$ cat config.mk
export PLATFORM = sky130hd
export DESIGN_NAME = command_descriptor_validator
export DESIGN_NICKNAME = d
export VERILOG_FILES = /design/src/rtl/cdv_pkg.sv /design/src/rtl/cdv_store.sv /design/src/rtl/cdv_checker.sv /design/src/rtl/command_descriptor_validator.sv
export SDC_FILE = /design/constraint.sdc
export NUM_CORES = 2
export LEC_CHECK = 0
export ABC_CLOCK_PERIOD_IN_PS = 7070
export BUFFER_PORTS_ARGS = -buffer_cell sky130_fd_sc_hd__buf_4
export CAP_MARGIN = 20
export CORE_UTILIZATION = 40
export CTS_CLUSTER_SIZE = 28
export DETAILED_ROUTE_END_ITERATION = 7
export GPL_TIMING_DRIVEN = 1
export PLACE_DENSITY = 0.58
export SLEW_MARGIN = 20
export SYNTH_ARGS = -nofsm -noshare
export SYNTH_HDL_FRONTEND = slang
export SYNTH_HIERARCHICAL = 1
export SYNTH_SLANG_ARGS = --single-unit
$ cat constraint.sdc
create_clock -name clk -period 7.07 [get_ports clk]
set_input_delay 0 -clock clk [delete_from_list [all_inputs] [get_ports clk]]
set_output_delay 0 -clock clk [all_outputs]
set_load 0.03 [all_outputs]
$ cat src/rtl/cdv_pkg.sv
// ----------------------------------------------------------------------------
// cdv_pkg
// Types and constants shared by the command descriptor validator.
// ----------------------------------------------------------------------------
package cdv_pkg;

    localparam int unsigned NUM_WORDS = 30;
    localparam logic [31:0] EMPTY_KERNEL = 32'h514e0007;
    localparam logic [31:0] EMPTY_VOP = 32'd34;
    localparam logic [31:0] PROFILE_A = 32'd3;
    localparam logic [31:0] PROFILE_B = 32'd5;
    localparam logic [4:0] FAULT_NONE = 5'd31;

    typedef enum logic [2:0] {
        ST_OK       = 3'd0,
        ST_RESERVED = 3'd1,
        ST_VALIDITY = 3'd2,
        ST_SCRATCH  = 3'd3,
        ST_PERM     = 3'd4,
        ST_OVERFLOW = 3'd5,
        ST_WINDOW   = 3'd6,
        ST_ALIAS    = 3'd7
    } status_t;

    // Word indexes
    localparam logic [4:0] W_KERNEL = 5'd0;
    localparam logic [4:0] W_VOP    = 5'd5;
    localparam logic [4:0] W_PROF   = 5'd9;
    localparam logic [4:0] W_SRC0   = 5'd10;
    localparam logic [4:0] W_SRC1   = 5'd11;
    localparam logic [4:0] W_SRC2   = 5'd12;
    localparam logic [4:0] W_DST    = 5'd13;
    localparam logic [4:0] W_SCR    = 5'd14;
    localparam logic [4:0] W_SCRSZ  = 5'd17;
    localparam logic [4:0] W_RSV    = 5'd18;
    localparam logic [4:0] W_B0     = 5'd23;
    localparam logic [4:0] W_S0     = 5'd24;
    localparam logic [4:0] W_PERM   = 5'd25;
    localparam logic [4:0] W_B1     = 5'd26;
    localparam logic [4:0] W_S1     = 5'd27;
    localparam logic [4:0] W_BD     = 5'd28;
    localparam logic [4:0] W_SD     = 5'd29;

    typedef struct packed {
        logic [4:0]  word_number;
        logic [63:0] word_value;
        logic        last_word;
    } request_t;

    typedef struct packed {
        logic [2:0] status;
        logic [4:0] fault_word;
    } result_t;

    typedef enum logic [1:0] {
        SQ_IDLE,
        SQ_READ,
        SQ_DONE
    } seq_state_t;

    // Control from sequencer to datapath
    typedef struct packed {
        logic       cap;
        logic [4:0] idx;
    } ctl_t;

endpackage

$ cat src/rtl/cdv_store.sv
// ----------------------------------------------------------------------------
// cdv_store
// Descriptor word memory, one write and one registered read per cycle.
// ----------------------------------------------------------------------------
module cdv_store #(
    parameter int unsigned DEPTH = cdv_pkg::NUM_WORDS
) (
    input  logic                         clk,
    input  logic                         wr_en,
    input  logic [$clog2(DEPTH)-1:0]     wr_addr,
    input  logic [63:0]                  wr_data,
    input  logic [$clog2(DEPTH)-1:0]     rd_addr,
    output logic [63:0]                  rd_data
);
    logic [63:0] mem [DEPTH];

    always_ff @(posedge clk)
    begin
        if (wr_en)
        begin
            mem[wr_addr] <= wr_data;
        end
        rd_data <= mem[rd_addr];
    end
endmodule

$ cat src/rtl/cdv_checker.sv
// ----------------------------------------------------------------------------
// cdv_checker
// Captures words as they are read back and evaluates the checks.
// ----------------------------------------------------------------------------
module cdv_checker (
    input  logic           clk,
    input  cdv_pkg::ctl_t  ctl,
    input  logic [63:0]    rd_data,
    output logic [2:0]     status,
    output logic [4:0]     fault_word
);
    import cdv_pkg::*;

    logic [63:0] w0_reg, w5_reg, w9_reg, a0_reg, a1_reg, a2_reg, ad_reg;
    logic [63:0] scr_reg, scrsz_reg, rsv_reg, perm_reg;
    logic [63:0] b0_reg, s0_reg, b1_reg, s1_reg, bd_reg, sd_reg;

    always_ff @(posedge clk)
    begin
        if (ctl.cap)
        begin
            case (ctl.idx)
                W_KERNEL: w0_reg <= rd_data;
                W_VOP:    w5_reg <= rd_data;
                W_PROF:   w9_reg <= rd_data;
                W_SRC0:   a0_reg <= rd_data;
                W_SRC1:   a1_reg <= rd_data;
                W_SRC2:   a2_reg <= rd_data;
                W_DST:    ad_reg <= rd_data;
                W_SCR:    scr_reg <= rd_data;
                W_SCRSZ:  scrsz_reg <= rd_data;
                W_RSV:    rsv_reg <= rd_data;
                W_B0:     b0_reg <= rd_data;
                W_S0:     s0_reg <= rd_data;
                W_PERM:   perm_reg <= rd_data;
                W_B1:     b1_reg <= rd_data;
                W_S1:     s1_reg <= rd_data;
                W_BD:     bd_reg <= rd_data;
                W_SD:     sd_reg <= rd_data;
                default:  ;
            endcase
        end
    end

    // Window evaluation: 0 pass, 1 overflow, 2 mismatch; hit for alias
    function automatic logic [1:0] chk(input logic [63:0] a, input logic [63:0] b,
                                       input logic [63:0] s, input logic e);
        logic [64:0] sum;
        logic [1:0]  r;
        sum = {1'b0, b} + {1'b0, s};
        r = 2'd0;
        if (sum[64])
            r = 2'd1;
        else if (s == '0)
            r = ((b[2:0] == 3'd0) && ({a[63:3], 3'd0} == b)) ? 2'd0 : 2'd2;
        else if (a < b || a > sum[63:0] || (a == sum[63:0] && !e))
            r = 2'd2;
        return r;
    endfunction

    function automatic logic hit(input logic [63:0] a, input logic [63:0] b,
                                 input logic [63:0] s);
        logic [64:0] sum;
        sum = {1'b0, b} + {1'b0, s};
        if (s == '0)
            return (b[2:0] == 3'd0) && ({a[63:3], 3'd0} == b);
        return !sum[64] && a >= b && a < sum[63:0];
    endfunction

    logic [1:0] p0, p1, pd;
    logic       empty;
    logic [1:0] r0, r1, rd;

    always_comb
    begin
        p0 = perm_reg[3:2];
        p1 = perm_reg[5:4];
        pd = perm_reg[7:6];
        empty = (w0_reg[31:0] == EMPTY_KERNEL) && (w5_reg[63:32] == EMPTY_VOP) &&
                (w9_reg[63:32] == 32'd0) &&
                (w9_reg[31:0] == PROFILE_A || w9_reg[31:0] == PROFILE_B);
        r0 = chk(a0_reg, b0_reg, s0_reg, empty);
        r1 = chk(a1_reg, b1_reg, s1_reg, empty);
        rd = chk(ad_reg, bd_reg, sd_reg, empty);
        status = ST_OK;
        fault_word = FAULT_NONE;
        if (rsv_reg[63:32] != '0)
        begin
            status = ST_RESERVED; fault_word = W_RSV;
        end
        else if (perm_reg[63:8] != '0)
        begin
            status = ST_RESERVED; fault_word = W_PERM;
        end
        else if (perm_reg[1:0] != 2'd3)
        begin
            status = ST_VALIDITY; fault_word = W_PERM;
        end
        else if (scr_reg != '0)
        begin
            status = ST_SCRATCH; fault_word = W_SCR;
        end
        else if (scrsz_reg[63:32] != '0)
        begin
            status = ST_SCRATCH; fault_word = W_SCRSZ;
        end
        else if (p0 != 2'd1 || p1[1] || pd != 2'd2)
        begin
            status = ST_PERM; fault_word = W_PERM;
        end
        else if (p1 == 2'd0 && (a1_reg != '0 || b1_reg != '0 || s1_reg != '0))
        begin
            status = ST_PERM; fault_word = W_SRC1;
        end
        else if (r0 != 2'd0)
        begin
            status = (r0 == 2'd1) ? ST_OVERFLOW : ST_WINDOW; fault_word = W_SRC0;
        end
        else if (r1 != 2'd0)
        begin
            status = (r1 == 2'd1) ? ST_OVERFLOW : ST_WINDOW; fault_word = W_SRC1;
        end
        else if (rd != 2'd0)
        begin
            status = (rd == 2'd1) ? ST_OVERFLOW : ST_WINDOW; fault_word = W_DST;
        end
        else if (a2_reg != '0 && !hit(a2_reg, b0_reg, s0_reg) &&
                 !hit(a2_reg, b1_reg, s1_reg) && !hit(a2_reg, bd_reg, sd_reg))
        begin
            status = ST_ALIAS; fault_word = W_SRC2;
        end
    end
endmodule

$ cat src/rtl/command_descriptor_validator.sv
// ----------------------------------------------------------------------------
// command_descriptor_validator
// Stores descriptor words and checks the descriptor on the last word.
// ----------------------------------------------------------------------------
// channel   | handshake          | payload
// request   | start / busy       | req (word_number, word_value, last_word)
// result    | done strobe        | res (status, fault_word)
//
// A word that is not last leaves busy low; the next request may follow at once.
// A last word holds busy while all 30 words are read back from the memory, one
// per cycle on its single read port, then the result strobes.
// Reset clears the sequencer only; the memory holds no reset value.
// The receiver cannot stall; done lasts exactly one cycle.
module command_descriptor_validator #(
    parameter int unsigned DEPTH = cdv_pkg::NUM_WORDS
) (
    input  logic              clk,
    input  logic              rst_n,
    input  logic              start,
    output logic              busy,
    input  cdv_pkg::request_t req,
    output logic              done,
    output cdv_pkg::result_t  res
);
    import cdv_pkg::*;

    localparam int unsigned AW = $clog2(DEPTH);

    seq_state_t state_reg, state_next;
    logic [AW-1:0] cnt_reg, cnt_next;
    logic          capv_reg;
    logic [AW-1:0] capi_reg;
    logic [63:0]   rd_data;
    logic [2:0]    status;
    logic [4:0]    fault_word;
    logic          wr_en;
    ctl_t          ctl;

    assign wr_en = start && !busy && ({1'b0, req.word_number} < 6'(DEPTH));

    cdv_store #(.DEPTH(DEPTH)) u_store (
        .clk(clk), .wr_en(wr_en), .wr_addr(req.word_number[AW-1:0]),
        .wr_data(req.word_value), .rd_addr(cnt_reg), .rd_data(rd_data)
    );

    assign ctl.cap = capv_reg;
    assign ctl.idx = 5'(capi_reg);

    cdv_checker u_check (
        .clk(clk), .ctl(ctl), .rd_data(rd_data),
        .status(status), .fault_word(fault_word)
    );

    always_ff @(posedge clk or negedge rst_n)
    begin
        if (!rst_n)
        begin
            state_reg <= SQ_IDLE;
            cnt_reg <= '0;
            capv_reg <= 1'b0;
            capi_reg <= '0;
        end
        else
        begin
            state_reg <= state_next;
            cnt_reg <= cnt_next;
            capv_reg <= (state_reg == SQ_READ);
            capi_reg <= cnt_reg;
        end
    end

    always_comb
    begin
        state_next = state_reg;
        cnt_next = cnt_reg;
        busy = 1'b1;
        done = 1'b0;
        unique case (state_reg)
            SQ_IDLE:
            begin
                busy = 1'b0;
                cnt_next = '0;
                if (start && req.last_word)
                    state_next = SQ_READ;
            end
            SQ_READ:
            begin
                if (cnt_reg == AW'(DEPTH - 1))
                    state_next = SQ_DONE;
                else
                    cnt_next = cnt_reg + 1'b1;
            end
            SQ_DONE:
            begin
                if (!capv_reg)
                begin
                    done = 1'b1;
                    state_next = SQ_IDLE;
                end
            end
            default: state_next = SQ_IDLE;
        endcase
    end

    assign res.status = status;
    assign res.fault_word = fault_word;
endmodule

* Yosys cells after proc, flatten, opt, wreduce, memory -nomap -nowiden
Memories as Yosys holds them, arrays and structs flattened. A register that Yosys moved wholly into a read port is not among the register bits.
Index checks and enable logic that the tools add are counted.
** Cells by class
- Shifts and indexed selects :: 0
- Muxes and demuxes :: 117
- Bitwise operators :: 0
- Reductions and logical operators :: 84
- Equality and inequality tests :: 42
- $lt $le $gt $ge :: 13
- $add $sub $neg :: 4
- Divide/modulo/power cells :: 0
- $mul :: 0
** Operators with widths (number)
- == test 64 bit :: 9
- < comparator 64 bit :: 6
- nonzero test 64 bit :: 5
- adder 64 x 64 -> 65 bit :: 3
- greater-or-equal comparator 64 bit :: 3
- greater-than comparator 64 bit :: 3
- zero test 64 bit :: 3
- 2-to-1 mux 1 bit :: 74
- nonzero test 32 bit :: 2
- 2-to-1 mux 5 bit :: 12
- nonzero test 56 bit :: 1
- == test 5 bit, second input constant :: 10
- 2-to-1 mux 2 bit :: 18
- AND reduction 2 bit :: 18
- 2-to-1 mux 3 bit :: 11
- == test 32 x 2 -> 1 bit, second input constant :: 1
- == test 32 x 3 -> 1 bit, second input constant :: 1
- == test 32 x 31 -> 1 bit, second input constant :: 1
- == test 32 x 6 -> 1 bit, second input constant :: 1
- zero test 32 bit :: 1
- == test 5 x 4 -> 1 bit, second input constant :: 6
- logical AND 1 bit :: 25
- logical OR 1 bit :: 11
- case mux 5 bit (2 select lines) :: 1
- 14 further kinds :: 34
** Storage, ports and cells
- Register bits :: 1069
- Latch bits :: 0
- Bits in read-only memories :: 0
- Word-level logic and storage cells :: 282
- RAM bits :: 1920
- Bits of input ports :: 73
- Output and inout bits :: 10
- Memories :: 1
** Memory list
- u_store.mem :: depth 30, width 64, read ports 1, clocked after memory_dff 1, wr ports 1, RTL line cdv_store.sv:15 : logic [63:0] mem [DEPTH];

* Depth between registers and ports, before layout
- Depth in word-level cells :: 47
- Gate-level depth with buffers :: 29
- Mapped depth without buffers :: 29

* Modules after synthesis
Netlist, hierarchy kept.
** By module, submodules not included
- cdv_store :: times used 1, area an instance 74856.8 um^2, cells each 3649, seq. area each 58936.5 um^2
- cdv_checker :: times used 1, area an instance 58431.0 um^2, cells each 4916, seq. area each 28827.6 um^2
- command_descriptor_validator :: times used 1, area an instance 555.5 um^2, cells each 48, seq. area each 325.3 um^2

* Worst setup path before layout
Ideal clock, no wire load.
- Path type :: register to register
- From :: reg capi_reg[1]
- To :: reg u_check.bd_reg[0] (enable)
- Slack :: -0.192 ns
- Period minus slack after synthesis :: 7.262 ns
- Stages on the path, launching flop included :: 2
- Arrival time :: 6.619 ns
- Setup time :: 0.644 ns
- Path buffers :: 0
- Data required time :: 6.426 ns
- Cell sequence :: dfrtp_1 nor4_1
** Between the ends
- Cells in the longest elaborated chain, start to end :: 2
** RTL lines
- from (decl) :: RTL line command_descriptor_validator.sv:32 : logic [AW-1:0] capi_reg;
- from (signal assigned) :: RTL line command_descriptor_validator.sv:68 : capi_reg <= cnt_reg;
- == test 5 bit :: RTL line cdv_checker.sv:22 : case (ctl.idx)
- AND reduction 2 bit (no source line)
- to (signal assigned) :: RTL line cdv_checker.sv:38 : W_BD: bd_reg <= rd_data;
- to (decl) :: RTL line cdv_checker.sv:16 : logic [63:0] b0_reg, s0_reg, b1_reg, s1_reg, bd_reg, sd_reg;
No other way between the ends.
A chain may end at the register's enable or synchronous reset.

==> impl_metrics.py <==
metrics = {
    "outcome": {
        "status": "finished, violations left",
        "violations": "setup timing",
    },
    "worst_setup_path": {
        "crit_fanout": 3,
        "end_kind": "output port",
        "timing.rr.end": "u_store/mem[12][60]",
        "crit_path_top_delay_cell": "or4b_4",
        "critPathLaunchType": "register",
        "critical_path_class": "register to output port",
        "regToRegStartpoint": "state_reg[0]",
        "critical_path.max_stage_delay_ns": 0.54,
        "r2r_cells": 6,
        "cp.arrival_ns": 7.72,
        "crit_top_cell": "a21o_1",
        "reg2reg_slack_ns": 3.13,
        "required_ns": 7.07,
    },
    "power_and_ir_drop": {
        "power_leakage_nw": 54.68,
        "finalPower_mw": 46.96,
        "powerDensity_nw_per_um2": 304.2,
        "vdd_drop_max_uv": 212.6,
    },
    "floorplan": {
        "floorplan.initialDensity": 0.4017,
        "core_area_um2": 333200,
        "io_pins": 83,
        "die_h_um": 580.5,
        "dieArea_um2": 336900,
        "rows": 212,
        "die_w_um": 580.5,
    },
    "final_layout": {
        "final_layout_size_suffix_gt1_frac": 0.1557,
        "largest_register_ffs": 1920,
        "seq_area_um2": 88160,
        "multi_input_area_um2": 44490,
        "final_cells": 13901,
        "nets": 10252,
        "nFillCells": 28711,
        "regMostFlops": "u_store/mem",
        "area_delta_synth_final_pct": 15.33,
        "final_util": 0.4633,
    },
    "clocking": {
        "tritoncts": "yes",
        "cts_sinks": 2957,
        "numCtsBuffers": 324,
        "cts_root_buf": "clkbuf_16",
        "clockBufferDepth": 4,
        "worstSkewPairLatency_ns": 0.94,
        "cts_max_level": 5,
        "clk_pin_slew_ns": 0.06,
    },
    "worst_hold_path": {
        "hold_path_depth": 2,
        "hold_path_class": "primary input to register",
        "min_from": "req[54]",
        "hold_end": "u_store/mem[3][53]",
    },
    "yosys": {
        "async_flop_share": 0.004396,
        "yosysTopAreaCell": "edfxtp_1",
        "syn-num-nets": 9633,
        "synth-seq-cells": 2957,
        "synth_cell_types": 114,
        "synth_area_leaders": "edfxtp_1, ha_1, mux4_2",
        "synthTopCellsByCount": "edfxtp_1, ha_1, a21oi_1, mux2i_1, nand2_1",
        "synth_top_area_frac": 0.6462,
        "synthCells": 8613,
        "synth_edf_count": 2880,
        "synth_most_common_cell": "edfxtp_1",
        "yosys_warnings": 6,
        "ys_seq_area_frac": 0.6582,
        "syn_area_um2": 133800,
        "avgSynthCellArea_um2": 15.54,
        "synth_ff_type": "edfxtp_1",
    },
    "placement": {
        "dp_cells": 13160,
        "port_buffers": 82,
        "place_hpwl_um": 278000,
        "finalWeightedCongestion": 0.9686,
    },
    "grt": {
        "use_met2": 0.4203,
        "antenna_found_initial": 55,
        "busiest_layer": "met2",
        "grt_pass1_vias": 82279,
        "grt_use_met1": 0.3320,
        "grt_start_max_net_pins": 116,
        "overflow": 0,
        "grtUsageMet3": 0.03627,
        "grt_pass1_wl_um": 604800,
        "track_usage": 0.2500,
    },
    "drt": {
        "drt_iter0_markers": 8605,
        "avgRoutedWirePerCell_um": 31.01,
        "dr.pass1.iters": 6,
        "route.detailed.drc": 0,
        "num_vias": 82618,
        "wl_um": 431000,
        "ant_nets": 0,
        "vias_per_cell": 5.943,
    },
    "timing": {
        "post-route-min-period_ns": 7.722,
        "skew_ns": 0.08396,
        "timing.fmax_mhz": 129.5,
        "fin_crit_sh": 1.092,
        "slew_violations": 0,
        "max-slew-margin-rel": 0.1767,
        "hold_violations": 0,
        "setup_violations": 7,
        "tightest_slew_ns": 1.233,
        "setup_ws_ns": -0.6517,
        "grt_setup_unrepaired": "true",
    },
    "job": {
        "maxCapViolCount": 0,
    },
}
-- layout make-up --
| class | count | area share |
|---|---|---|
| diodes | 12 | 0.0001945 |
| flip-flops and latches | 2957 | 0.5711 |
| multi-input cells | 5144 | 0.2882 |
| inverters | 273 | 0.006638 |
| well taps | 4387 | 0.03556 |
| clock inverters | 189 | 0.01256 |
| clock buffers | 407 | 0.05656 |
| repair buffers | 532 | 0.02920 |
-- power by group --
part,internal [mW],switching [mW]
registers,20.6,1.90
clock network,9.99,7.07
logic,2.69,4.66
-- worst max path at each step --
stage	from	slack, ns	depth (start not counted)	to
floorplan	u_check/b1_reg[0]	0.74	28	res[7]
global placement	u_check/b1_reg[0]	-0.56	32	res[6]
detailed placement	u_check/s1_reg[0]	-0.39	32	res[7]
CTS	u_check/s1_reg[0]	-0.82	31	res[0]
global route	u_check/b1_reg[0]	-0.89	31	res[6]
finish	u_check/b1_reg[0]	-0.65	31	res[6]
-- stage by stage --
stage               setup TNS (ns)  instance area (um^2)  setup slack, ns  hold slack, ns
floorplan                        0                133900           0.7390         -0.2956
detailed placement          -2.364                141800          -0.3891         -0.1069
CTS                         -4.878                154000          -0.8169        0.003355
global placement            -3.284                141800          -0.5572         -0.1097
finish                      -3.902                154400          -0.6517         0.05156
global route                -5.680                154300          -0.8903         0.03498
-- timing repair --
| item | 4_1_cts | 5_1_grt |
|---|---|---|
| hold buffers | 110 | 0 |
| pin swaps | 47 | 37 |
| cloned | 0 | 0 |
| endpoints found under the setup margin | 7 | 7 |
| hold endpoints to repair | 2027 | 0 |
| buffers inserted | 14 | 12 |
| gates resized for setup | 59 | 61 |
-- placed cells by master, fill, tap and decap left out, drive strengths merged, types with 39 or more instances in the layout --
master,count
nand4,227
dlygate4sd3,110
a211oi,69
mux2i,397
clkinv,124
mux4,239
xnor2,85
buf,422
nor2b,88
a21oi,431
o22ai,58
o21a,39
nor4,251
clkbuf,407
o21ai,306
inv,289
ha,944
nor2,287
nand3,135
dfxtp,64
xor2,97
a21o,295
nor3,84
a22oi,149
edfxtp,2880
nand2,335
mux2,84
nand2b,61
-- metal layers --
layer | wire length [um] | vias to the layer above | part of all wire
li1 | - | 35963 | -
met1 | 177800 | 42659 | 0.41
met2 | 208500 | 3248 | 0.48
met3 | 28810 | 724 | 0.067
met4 | 15780 | 24 | 0.037
met5 | 150 | - | 0.00035
-- critical path, delay by kind of cell, from the launching register on --
family | cells | cell delay [ns]
xor+xnor | 1 | 0.16
compound gates | 17 | 3.78
simple gates | 6 | 1.12
buf+inv | 4 | 0.55
flops | 1 | 0.39
fa+ha+maj | 3 | 0.83
-- kinds of logic (layout without fill, tap and decap cells) --
kind of cell / count (synthesis) / in the layout / share of synthesized area
buffers and inverters: 512 / 1401 / 0.01743
other: 0 / 12 / 0
muxes: 720 / 720 / 0.07697
AOI/OAI and AO/OA: 1679 / 1679 / 0.08292
and+or+nand+nor: 1608 / 1608 / 0.06311
xor gates and xnor gates: 184 / 184 / 0.01225
adders and majority gates: 953 / 953 / 0.08916
DFF: 2957 / 2957 / 0.6582
No activity file was read; power rests on OpenSTA's default activity.
